==> config.mk <==
export PLATFORM = sky130hd
export DESIGN_NAME = zcrs_div
export DESIGN_NICKNAME = d
export VERILOG_FILES = /design/src/zcrs_div.sv
export SDC_FILE = /design/constraint.sdc
export NUM_CORES = 1
export LEC_CHECK = 0
export BUFFER_PORTS_ARGS = -buffer_cell sky130_fd_sc_hd__buf_2
export CORE_ASPECT_RATIO = 0.5
export CORE_MARGIN = 10
export CORE_UTILIZATION = 63
export CTS_CLUSTER_SIZE = 8
export DETAILED_ROUTE_END_ITERATION = 8
export GPL_TIMING_DRIVEN = 0
export PLACE_DENSITY = 0.8
export SETUP_SLACK_MARGIN = 0.5
export SLEW_MARGIN = 20
export SYNTH_ARGS = -nofsm -noshare
export SYNTH_HDL_FRONTEND = slang
export SYNTH_SLANG_ARGS = --single-unit
==> constraint.sdc <==
create_clock -name clk -period 6.7 [get_ports clk]
set_clock_uncertainty 0.2 [all_clocks]
set_input_delay 0.335 -clock clk [delete_from_list [all_inputs] [get_ports clk]]
set_output_delay 0.335 -clock clk [all_outputs]
set_load 0.01 [all_outputs]
==> src/zcrs_div.sv <==
// pipelined restoring divider, one quotient bit per stage, with sideband
`timescale 1ns / 1ps
module zcrs_div #(
  parameter int W  = 17,
  parameter int QB = 16,
  parameter int SW = 19
) (
  input  logic          clk,
  input  logic          rst_n,
  input  logic          in_valid,
  output logic          in_ready,
  input  logic [W-1:0]  num,
  input  logic [W-1:0]  den,
  input  logic          sat,
  input  logic [SW-1:0] side,
  output logic          out_valid,
  input  logic          out_ready,
  output logic [QB-1:0] quot,
  output logic          out_sat,
  output logic [SW-1:0] out_side
);

  logic [W-1:0]  rem_r  [0:QB];
  logic [W-1:0]  den_r  [0:QB];
  logic [QB-1:0] q_r    [0:QB];
  logic          sat_r  [0:QB];
  logic [SW-1:0] side_r [0:QB];
  logic [QB:0]   v_r;
  logic [QB+1:0] en;
  logic [W:0]    r2     [1:QB];
  logic          ge     [1:QB];
  logic [W-1:0]  rem_nxt[1:QB];

  always_comb begin
    en[QB+1] = out_ready;
    for (int i = QB; i >= 0; i--) begin
      en[i] = !v_r[i] || en[i+1];
    end
  end

  always_comb begin
    for (int i = 1; i <= QB; i++) begin
      r2[i]      = {rem_r[i-1], 1'b0};
      ge[i]      = r2[i] >= {1'b0, den_r[i-1]};
      rem_nxt[i] = ge[i] ? W'(r2[i] - {1'b0, den_r[i-1]}) : W'(r2[i]);
    end
  end

  always_ff @(posedge clk) begin
    if (!rst_n) begin
      v_r <= '0;
    end else begin
      if (en[0]) v_r[0] <= in_valid;
      for (int i = 1; i <= QB; i++) begin
        if (en[i]) v_r[i] <= v_r[i-1];
      end
    end
  end

  always_ff @(posedge clk) begin
    if (en[0]) begin
      rem_r[0]  <= sat ? '0 : num;
      den_r[0]  <= den;
      q_r[0]    <= '0;
      sat_r[0]  <= sat;
      side_r[0] <= side;
    end
    for (int i = 1; i <= QB; i++) begin
      if (en[i]) begin
        rem_r[i]  <= rem_nxt[i];
        den_r[i]  <= den_r[i-1];
        q_r[i]    <= {q_r[i-1][QB-2:0], ge[i]};
        sat_r[i]  <= sat_r[i-1];
        side_r[i] <= side_r[i-1];
      end
    end
  end

  assign in_ready  = en[0];
  assign out_valid = v_r[QB];
  assign quot      = q_r[QB];
  assign out_sat   = sat_r[QB];
  assign out_side  = side_r[QB];

endmodule

# Yosys cells after proc, flatten, opt, wreduce, memory -nomap -nowiden
# Memories as Yosys holds them, arrays and structs flattened.
# Index checks and enable logic that the tools add are counted.
# W data, S select, Z words.
[totals] reg_bits=17 ramBits=1190 in_bits=58 output_inout_bits=38 wordCells=139 n_memories=5
[memory_table] name="side_r" words=17 word_bits=19 rd=17 rd_ports_with_merged_regs=0 wr=17 line_no="27" text="logic [SW-1:0] side_r [0:QB];"
[memory_table] name="den_r" words=17 word_bits=17 rd=16 rd_ports_with_merged_regs=0 wr=17 line_no="24" text="logic [W-1:0] den_r [0:QB];"
[memory_table] name="rem_r" words=17 word_bits=17 rd=16 rd_ports_with_merged_regs=0 wr=17 line_no="23" text="logic [W-1:0] rem_r [0:QB];"
[memory_table] name="q_r" words=17 word_bits=16 rd=17 rd_ports_with_merged_regs=0 wr=17 line_no="25" text="logic [QB-1:0] q_r [0:QB];"
[memory_table] name="sat_r" words=17 word_bits=1 rd=17 rd_ports_with_merged_regs=0 wr=17 line_no="26" text="logic sat_r [0:QB];"
[classes] addsub=16 order_cmp=16 muxes=51 reduce_logical=34
[ops] op="$mux W17" n=17
[ops] op="$ge A18 B17 Y1" n=16
[ops] op="$sub A17 B17 Y17" n=16
[ops] op="$mux W1" n=34
[ops] op="$logic_not A1 Y1" n=17
[ops] op="$logic_or A1 B1 Y1" n=17

# Longest topological paths before layout
# Gate-level depths: netlist (run 1).
[depth] ltp_word=20 mapped_depth=12 depth_no_buf=10

# Least setup slack after synthesis (run 1)
# OpenSTA, ideal clock, no wires.
[synth_timing] path_type="reg-to-reg" startpoint="register v_r[16]" endpoint="memory den_r[0][0] (enable)" setup_ns=0.416 arrival_time_ns=4.961 required_time_ns=6.084 slack_ns=1.123 stages_incl_launch_ff=10 period_less_slack_ns=5.577 cell_sequence="dfxtp_1 nor2b_1 inv_1 nor2_1 and2_1 inv_1 nor3_1 and3_1 and2_1 nand2_1"
[synth_rtl] item="start: declaration" line_no="28" text="logic [QB:0] v_r;"
[synth_rtl] item="start signal: indexed assignment" line_no="55" text="if (en[i]) v_r[i] <= v_r[i-1];"
[synth_rtl] item="end: declaration" line_no="24"

# Worst setup path after layout (run 1)
[layout_timing] startpoint="register v_r[16]" endpoint="output port in_ready"
[layout_via] elab_chain_len=18
[layout_rtl] item="$logic_not A1 Y1" line_no="37" text="en[i] = !v_r[i] || en[i+1];"
[layout_rtl] item="$logic_or A1 B1 Y1" line_no="37"
[layout_rtl] item="named net en[16]" line_no="29" text="logic [QB+1:0] en;"
[layout_rtl] item="$logic_or A1 B1 Y1 (5 in series)" line_no="37"
[layout_rtl] item="named net en[11]" line_no="29"
[layout_rtl] item="$logic_or A1 B1 Y1 (11 in series)" line_no="37"
[layout_rtl] item="end: declaration" line_no="11" text="output logic in_ready,"
# The timed path passes the listed nets, and every way through them passes these cells.

==> impl_metrics.json, run 1 <==
{
  "ys_types": 75,
  "ir_worst_vdd_uv": 299,
  "rows": 70,
  "end_kind": "primary output",
  "cts_buffer_depth": 3,
  "clk_pin_slew_worst_paths_ns": 0.05,
  "grt_pass1_wl_mm": 145,
  "area_growth_pct": 14.4,
  "cpMostUsedCell": "and2_1",
  "maxCapViolations": 0,
  "firstDrtPassIters": 6,
  "ys_seq_area_share_pct": 65.9,
  "gp_congestion": 0.938,
  "io_buffers": 95,
  "core_mm2": 0.0735,
  "whs_path_depth": 2,
  "fmax_mhz": 193,
  "gr-total-overflow": 0,
  "nNetsFinal": 4012,
  "worstReg2RegEnd": "side_r[1][2]",
  "worst_hold_startpoint": "den[6]",
  "total_leakage_power_nw": 22.0,
  "synthArstFlopShare_pct": 0,
  "crit_path_top_delay_cell": "nor3_1",
  "max_slew_margin_pct": 23.2,
  "clock_sinks": 1037,
  "routed-via-count": 27100,
  "fin_area_mm2": 0.0538,
  "wl_per_cell_um": 19.4,
  "outcome": "completed",
  "num-fill-cells": 4400,
  "syn_inst": 3345,
  "antenna_left": 0,
  "routed_wl_mm": 90.4,
  "powerDensity_mw_per_mm2": 463,
  "grt_max_degree": 62,
  "r2r_start": "v_r[16]",
  "grt_usage_pct": 21.1,
  "syn_area_per_cell_um2": 14.0,
  "dieWidth_um": 406,
  "hold_path_class": "in2reg",
  "antenna_found_initial": 0,
  "synth_nets": 3689,
  "drive_gt1_share_pct": 13.1,
  "reg2reg_slack_ns": 2.30,
  "cp.arrival_ns": 4.66,
  "worst-setup-path-type": "reg2out",
  "ys_seq_elements": 1037,
  "ys.flop_type": "edfxtp_1",
  "crit_family": "simple AND/OR/NAND/NOR gates",
  "multi_input_area_mm2": 0.0145,
  "htree_levels": 4,
  "whs_ns": 0.115,
  "fin_crit_sh_pct": 77.5,
  "slew_violations": 0,
  "rsz0062_at_grt": "no",
  "diodes": 0,
  "die-height_um": 213,
  "dp_slack_ns": 2.10,
  "clk_latency_ns": 0.73,
  "root_buffer": "clkbuf_16",
  "io_pins": 96,
  "dpl-instance-area_mm2": 0.0491,
  "route.detailed.drc": 0,
  "synth_edf_count": 1020,
  "synthesis.area_mm2": 0.0470,
  "hpwl_mm": 58.0,
  "max_slew.worst_pin.slew_ns": 1.15,
  "startpoint_type": "flop",
  "numCtsBuffers": 147,
  "hold_violations": 0,
  "area.sequential_mm2": 0.0310,
  "viasPerCell": 5.81,
  "drt_iter0_drc": 1949,
  "cts_setup_buffers": 0,
  "cp_cell_sequence": "nor2b_1 -> inv_2 -> nor2_1 -> and2_1 -> inv_4 -> nor3_1 -> and3_1 -> and2_1 -> nand2_4 -> buf_16 -> buf_2",
  "worstPathMaxFanout": 55,
  "ff2ff_path_depth": 10,
  "cts.repair.resized": 0,
  "whs_endpoint": "den_r[0][6]",
  "period_minus_slack_ns": 5.19,
  "initial_core_util_pct": 63.9,
  "grt_pass1_vias": 28600,
  "critPathRequiredTime_ns": 6.16,
  "path_buf_inv": 4,
  "power_mw": 24.9,
  "cts_tree": "done",
  "cpPeakStageDelay_ns": 0.79,
  "setup_violations": 0,
  "dieArea_mm2": 0.0865,
  "worst_slack_ns": 1.51,
  "yosysWarnings": 0
}
final cells by class:
| type | instances | area share [%] |
|---|---|---|
| Sequential cell | 1037 | 57.6 |
| Multi-Input combinational cell | 1916 | 27.1 |
| Clock buffer | 158 | 7.00 |
| Timing Repair Buffer | 174 | 2.74 |
| Inverter | 353 | 2.50 |
| Tap cell | 972 | 2.26 |
| Clock inverter | 14 | 0.440 |
| Buffer | 39 | 0.393 |
layer usage:
| metal | up-vias | track usage (%) | part of all wire [%] |
|---|---|---|---|
| met5 | - | 0 | 0 |
| met4 | 0 | 10.0 | 3.8 |
| met3 | 251 | 3.83 | 4.6 |
| met2 | 907 | 39.6 | 53 |
| met1 | 13000 | 22.9 | 39 |
| li1 | 13000 | - | - |
metrics by stage:
stage / setup TNS [ns] / cells / utilization [%]
6_report: 0 / 4663 / 73.2
2_1_floorplan: 0 / 3345 / -
3_3_place_gp: -206.87 / 4412 / 66.2
5_1_grt: 0 / 4663 / 73.2
3_5_place_dp: 0 / 4427 / 66.8
4_1_cts: 0 / 4663 / 73.1
worst max-delay path by stage:
stage               startpoint           to  slack (ns)  cells after the start
global placement     out_ready     in_ready       -1.31                     11
finish                 v_r[16]     in_ready        1.51                     11
global route           v_r[16]     in_ready        1.16                     11
CTS                    v_r[16]     in_ready        1.45                     11
detailed placement   out_ready     in_ready        2.10                     12
floorplan              v_r[16]  den_r[0][0]        1.12                      9
cell usage after synthesis (58+ instances only):
cell	count	area share, %
a21oi_1	203	2.2
o21ai_0	112	1.2
edfxtp_1	1020	65
nand2_1	132	1.1
inv_1	353	2.8
xnor2_1	127	2.4
xor2_1	61	1.1
mux2_2	111	2.7
ha_1	271	7.2
nor2b_1	69	0.92
a21o_1	63	1.0
nor2_1	210	1.7
nor3_1	58	0.62
sequential cells by signal, summed over array words and instances, names as in the netlist:
signal and flops:
side_r 323, den_r 272, rem_r 272, q_r 136, sat_r 17, v_r 17
cells in the final DEF (no fill, tap or decap), types with 15 or more instances in the layout:
master	Yosys	layout
nor3_1	58	58
nand3_1	35	35
o21bai_1	21	21
a21o_1	63	63
nor2_1	210	210
clkbuf_16	0	149
mux2_2	111	111
and3_1	24	24
a21oi_1	203	203
o31a_1	22	22
dlygate4sd3_1	0	64
mux2_4	28	28
fa_1	15	15
nand2_1	132	125
or2_2	18	17
and2_1	20	20
dfxtp_1	17	17
a31oi_1	31	30
xnor2_1	127	127
nand4_1	38	38
clkbuf_1	25	34
buf_2	4	99
xor2_1	61	61
edfxtp_1	1020	1020
o21ai_0	112	112
nor2b_1	69	69
or3_1	16	16
inv_1	353	344
ha_1	271	271
nand2b_1	17	17
o21a_1	51	51
timing repair:
item / 4_1_cts / 5_1_grt
endpoints found under the hold margin: 63 / 0
setup endpoints to repair: 0 / 0
hold buffers: 64 / 0
cell families (layout without fill, tap and decap cells):
| group | after synthesis | count (layout) | share of synthesized area (%) |
|---|---|---|---|
| DFF | 1037 | 1037 | 65.9 |
| buffers and inverters | 392 | 738 | 3.27 |
| adders and majority gates | 286 | 286 | 7.86 |
| xor gates and xnor gates | 188 | 188 | 3.51 |
| AOI/OAI and AO/OA | 626 | 626 | 8.77 |
| and+or+nand+nor | 667 | 667 | 6.90 |
| muxes | 149 | 149 | 3.77 |
power by group:
part,switching [mW],internal [mW]
registers,0.673,9.14
clock network,2.64,3.96
logic,4.54,3.94
Power figures use the tool's default switching activity.
==> inputs of run 2 (changes only) <==
--- a/config.mk
+++ b/config.mk
@@ -8,11 +8,11 @@
 export BUFFER_PORTS_ARGS = -buffer_cell sky130_fd_sc_hd__buf_2
 export CORE_ASPECT_RATIO = 0.5
 export CORE_MARGIN = 10
-export CORE_UTILIZATION = 63
+export CORE_UTILIZATION = 57
 export CTS_CLUSTER_SIZE = 8
 export DETAILED_ROUTE_END_ITERATION = 8
 export GPL_TIMING_DRIVEN = 0
-export PLACE_DENSITY = 0.8
+export PLACE_DENSITY = 0.76
 export SETUP_SLACK_MARGIN = 0.5
 export SLEW_MARGIN = 20
 export SYNTH_ARGS = -nofsm -noshare
==> constraint.sdc (replaced) <==
create_clock -name clk -period 4.5 [get_ports clk]
set_clock_uncertainty 0.2 [all_clocks]
set_input_delay 0.225 -clock clk [delete_from_list [all_inputs] [get_ports clk]]
set_output_delay 0.225 -clock clk [all_outputs]
set_load 0.01 [all_outputs]
==> impl_metrics.json, run 2 (synthesized netlist as in run 1, its figures left out) <==
{
  "root_buffer": "clkbuf_16",
  "antenna_left": 0,
  "clock_sinks": 1037,
  "dp_slack_ns": -0.536,
  "startpoint_type": "flop",
  "powerDensity_mw_per_mm2": 677,
  "pwr-share-comb_pct": 33.9,
  "io_pins": 96,
  "cts_tree": "done",
  "core_mm2": 0.0817,
  "numCtsBuffers": 147,
  "fmax_mhz": 261,
  "worstPathMaxFanout": 10,
  "viasPerCell": 5.55,
  "worstReg2RegEnd": "rem_r[0][100]",
  "crit_end": "rem_r[0][100]",
  "antenna_found_initial": 1,
  "setup_violations": 0,
  "rsz0062_at_grt": "no",
  "clk_latency_ns": 0.74,
  "initial_core_util_pct": 57.5,
  "wl_per_cell_um": 18.0,
  "drt_iter0_drc": 1739,
  "outcome": "completed",
  "maxCapViolations": 0,
  "max_slew.worst_pin.slew_ns": 0.871,
  "ff2ff_path_depth": 10,
  "crit_start": "den_r[0][68]",
  "hold_violations": 0,
  "met1_length_mm": 34.5,
  "worst-setup-path-type": "reg2reg",
  "cts_buffer_depth": 3,
  "intPower_mw": 25.4,
  "whs_ns": 0.0553,
  "wl_met3_mm": 3.69,
  "dieArea_mm2": 0.0950,
  "dieWidth_um": 426,
  "critPathRequiredTime_ns": 4.77,
  "worst_hold_startpoint": "side[0]",
  "grt_pass1_vias": 28300,
  "firstDrtPassIters": 6,
  "drive_gt1_share_pct": 13.3,
  "grt_usage_pct": 18.5,
  "reg2reg_slack_ns": 0.67,
  "swShare_pct": 31.1,
  "total_leakage_power_nw": 22.2,
  "end_kind": "flop",
  "nNetsFinal": 4062,
  "io_buffers": 95,
  "die-height_um": 223,
  "worst_slack_ns": 0.671,
  "grt_pass1_wl_mm": 141,
  "route.detailed.drc": 0,
  "maxUsedRoutingLayer": "met4",
  "layout_common_cells": "edfxtp_1, inv_1, ha_1, nor2_1, a21oi_1",
  "area_growth_pct": 15.9,
  "top_register": "side_r",
  "htree_levels": 4,
  "grt_max_degree": 62,
  "hpwl_mm": 56.6,
  "rows": 74,
  "max_slew_margin_pct": 41.9,
  "slew_violations": 0,
  "ir_worst_vdd_uv": 461,
  "pwr-share-seq_pct": 39.6,
  "largest_reg_flops": 323,
  "hold_path_class": "in2reg",
  "routed-via-count": 26900,
  "gr-total-overflow": 0,
  "gp_congestion": 0.972,
  "pwr-share-clk_pct": 26.5,
  "r2r_start": "den_r[0][68]",
  "top_regs": "side_r x323, den_r x272, rem_r x272",
  "period_minus_slack_ns": 3.83,
  "routed_wl_mm": 87.0,
  "fin_crit_sh_pct": 85.1,
  "clk_pin_slew_worst_paths_ns": 0.05,
  "layout_commonest_cell": "edfxtp_1",
  "num-fill-cells": 5499,
  "cp.arrival_ns": 4.10,
  "route.met2.wl_mm": 45.5,
  "power_switching_mw": 11.5
}
-- run 2: cell types whose count changed in the layout (fill, tap and decap cells not counted), sizes merged --
cell	change
dlygate4sd3	+44
buf	+4
nand2	+1
inv	-4
clkinvlp	+5
diode	+1
-- run 2: what timing repair did --
action | in CTS | in global routing
setup buffers | 2 | 5
hold buffers | 108 | 0
gates resized for setup | 3 | 4
endpoints found under the setup margin | 386 | 42
hold endpoints to repair | 89 | 0
pin swaps | 2 | 2
cloned | 2 | 0
-- run 2: routing by layer --
layer | GRT usage [%] | vias up
li1 | - | 13100
met1 | 20.2 | 12800
met2 | 34.2 | 747
met3 | 3.45 | 248
met4 | 9.16 | 0
met5 | 0 | -
-- run 2: worst min path at each step --
stage          cells past startpoint  slack, ns            end
2_1_floorplan                      0       0.12    den_r[0][0]
3_3_place_gp                       0       0.20      q_r[7][3]
3_5_place_dp                       1       0.20   den_r[0][10]
4_1_cts                            2      0.002   side_r[0][0]
5_1_grt                            2       0.03  side_r[0][11]
6_report                           2       0.06   side_r[0][0]
-- run 2: area by class of cell --
class / instances / area [um^2] / area share [%]
Buffer: 39 / 211 / 0.389
Sequential cell: 1037 / 31000 / 56.9
Antenna cell: 1 / 2.50 / 0.00460
Timing Repair Buffer: 222 / 1910 / 3.50
Tap cell: 1102 / 1380 / 2.53
Multi-Input combinational cell: 1917 / 14600 / 26.9
Clock inverter: 14 / 236 / 0.434
Clock buffer: 158 / 3740 / 6.87
Inverter: 353 / 1350 / 2.49
Timing Repair inverter: 1 / 7.51 / 0.0138
-- run 2: per-stage QoR --
stage / TNS, ns / util [%] / total power, mW / instances / area [um^2]
after floorplan: -3.87 / - / 24.1 / 3345 / 47000
after global placement: -490.62 / 59.9 / 26.3 / 4542 / 48900
after detailed placement: -48.67 / 60.3 / 26.8 / 4554 / 49200
after CTS: 0 / 66.6 / 36.9 / 4838 / 54300
after global routing: 0 / 66.6 / 39.0 / 4843 / 54400
final: 0 / 66.6 / 36.8 / 4844 / 54400
-- run 2: critical path: stages, from the launching register on --
cell and delay [ns]:
edfxtp_1 0.45, fa_1 0.46, nor2b_1 0.16, o2111ai_1 0.17, nand3_1 0.16, nand2_1 0.13
o311ai_0 0.45, o211ai_1 0.28, a21oi_4 0.37, buf_2 0.34, mux2_2 0.39
-- run 2: power by group through the flow --
stage | sequential [mW] | combinational, mW | clock (mW)
after floorplan | 14.4 | 9.69 | 0
after global placement | 14.6 | 11.7 | 0
after detailed placement | 14.7 | 12.1 | 0
after CTS | 14.6 | 12.4 | 9.97
after global routing | 14.8 | 13.9 | 10.4
final | 14.6 | 12.5 | 9.75
==> inputs of run 3 (changes only) <==
--- a/config.mk
+++ b/config.mk
@@ -12,7 +12,9 @@
 export CTS_CLUSTER_SIZE = 8
 export DETAILED_ROUTE_END_ITERATION = 8
 export GPL_TIMING_DRIVEN = 0
+export MAX_ROUTING_LAYER = met4
 export PLACE_DENSITY = 0.76
+export RECOVER_POWER = 25
 export SETUP_SLACK_MARGIN = 0.5
 export SLEW_MARGIN = 20
 export SYNTH_ARGS = -nofsm -noshare
==> impl_metrics.json, run 3 (synthesized netlist as in run 1, its figures left out) <==
{
  "dp_slack_ns": -0.579,
  "num-fill-cells": 5506,
  "end_kind": "flop",
  "grt_max_degree": 62,
  "dpl-instance-area_mm2": 0.0492,
  "io_buffers": 95,
  "gp_congestion": 0.926,
  "total_leakage_power_nw": 22.3,
  "slew_violations": 0,
  "layout_common_cells": "edfxtp_1, inv_1, ha_1, nor2_1, a21oi_1",
  "clock_sinks": 1037,
  "cts_buffer_depth": 3,
  "route.detailed.drc": 0,
  "routed-via-count": 26900,
  "worstPathMaxFanout": 10,
  "nNetsFinal": 4064,
  "core_mm2": 0.0817,
  "pwr-share-comb_pct": 34.0,
  "crit_path_top_delay_cell": "clkbuf_1",
  "firstDrtPassIters": 5,
  "worst-setup-path-type": "reg2reg",
  "dp_cells": 4554,
  "largest_reg_flops": 323,
  "dieArea_mm2": 0.0950,
  "fin_crit_sh_pct": 86.8,
  "drive_gt1_share_pct": 13.4,
  "power_switching_mw": 11.5,
  "cpPeakStageDelay_ns": 0.55,
  "setup_violations": 0,
  "tns_ns": 0,
  "clk_latency_ns": 0.72,
  "dieWidth_um": 426,
  "antenna_found_initial": 0,
  "die-height_um": 223,
  "fin_cells": 4843,
  "hold_path_class": "in2reg",
  "cp_cell_sequence": "fa_1 -> nor2b_1 -> o2111ai_1 -> a31oi_1 -> a2111oi_4 -> a21o_1 -> a22oi_2 -> clkbuf_1 -> o221ai_1",
  "fin_area_mm2": 0.0545,
  "ir_worst_vdd_uv": 425,
  "viasPerCell": 5.56,
  "max_slew_margin_pct": 26.0,
  "top_register": "side_r",
  "period_minus_slack_ns": 3.91,
  "pwr-share-seq_pct": 39.4,
  "cts_tree": "done",
  "drt_iter0_drc": 1781,
  "grt_pass1_wl_mm": 141,
  "grt_usage_pct": 18.9,
  "top_regs": "side_r x323, den_r x272, rem_r x272",
  "cp.arrival_ns": 4.14,
  "numCtsBuffers": 147,
  "rows": 74,
  "area_growth_pct": 16.1,
  "layout_commonest_cell": "edfxtp_1",
  "power_mw": 37.0,
  "htree_levels": 4,
  "gr-total-overflow": 0,
  "max_slew.worst_pin.slew_ns": 1.10,
  "wl_per_cell_um": 18.1,
  "clk_pin_slew_worst_paths_ns": 0.05,
  "pwr-share-clk_pct": 26.6,
  "grt_pass1_vias": 28200,
  "powerDensity_mw_per_mm2": 679,
  "maxCapViolations": 0,
  "initial_core_util_pct": 57.5,
  "fmax_mhz": 256,
  "antenna_left": 0,
  "worst_slack_ns": 0.592,
  "intPower_mw": 25.6,
  "routed_wl_mm": 87.7,
  "hold_violations": 0,
  "outcome": "completed",
  "rsz0062_at_grt": "no",
  "diodes": 0,
  "critPathRequiredTime_ns": 4.74,
  "hpwl_mm": 57.3,
  "root_buffer": "clkbuf_16",
  "io_pins": 96,
  "startpoint_type": "flop",
  "swShare_pct": 31.0
}
## run 3: what timing repair did
action | in CTS | in global routing
pin swaps | 1 | 3
buffers inserted | 3 | 11
endpoints found under the setup margin | 426 | 74
gates resized for setup | 4 | 8
cloned | 1 | 1
hold endpoints to repair | 90 | 0
hold buffers | 103 | 0
## run 3: critical path: cells and delay by family, from the launching register on
| family | cells | cell delay (ns) |
|---|---|---|
| compound gates | 6 | 1.73 |
| buf+inv | 1 | 0.55 |
| fa+ha+maj | 1 | 0.48 |
| simple gates | 1 | 0.19 |
| flops | 1 | 0.48 |
## run 3: per-layer routing
| metal | wire [um] | GRT usage, % | vias to the layer above |
|---|---|---|---|
| met1 | 35000 | 20.2 | 12900 |
| met3 | 3580 | 3.56 | 224 |
| met2 | 45600 | 34.0 | 704 |
| li1 | - | - | 13100 |
| met5 | 0 | - | - |
| met4 | 3450 | 8.69 | 0 |
## run 3: power by group through the flow
stage | Clock (mW) | Sequential (mW) | Combinational (mW)
after floorplan | 0 | 14.4 | 9.69
after global placement | 0 | 14.6 | 11.7
after detailed placement | 0 | 14.7 | 12.1
after CTS | 10.1 | 14.6 | 12.3
after global routing | 10.5 | 14.8 | 13.9
final | 9.84 | 14.6 | 12.6
## run 3: worst paths after layout
path | slack (ns) | to | cells past startpoint | from
worst min register to register | 0.20 | q_r[5][1] | 0 | q_r[4][0]
worst max-delay path | 0.59 | rem_r[0][84] | 9 | den_r[0][51]
worst min-delay path | 0.04 | side_r[0][4] | 2 | side[4]
worst max register to register | 0.59 | rem_r[0][84] | 9 | den_r[0][51]
## run 3: stage by stage
step | utilization (%) | hold WS [ns]
2_1_floorplan | - | 0.124
3_3_place_gp | 59.9 | 0.200
3_5_place_dp | 60.3 | 0.203
4_1_cts | 66.6 | 0.00474
5_1_grt | 66.8 | 0.0124
6_report | 66.8 | 0.0415
## run 3: final cells by class
| cell class | instances | area, um^2 | area share, % |
|---|---|---|---|
| clock buffer | 159 | 3810 | 6.99 |
| sequential | 1037 | 31000 | 56.8 |
| timing repair inverter | 1 | 7.51 | 0.0138 |
| buffer | 39 | 213 | 0.390 |
| inverter | 353 | 1350 | 2.48 |
| tap | 1102 | 1380 | 2.53 |
| multi-input combinational | 1917 | 14600 | 26.9 |
| clock inverter | 11 | 226 | 0.415 |
| timing repair buffer | 224 | 1910 | 3.51 |
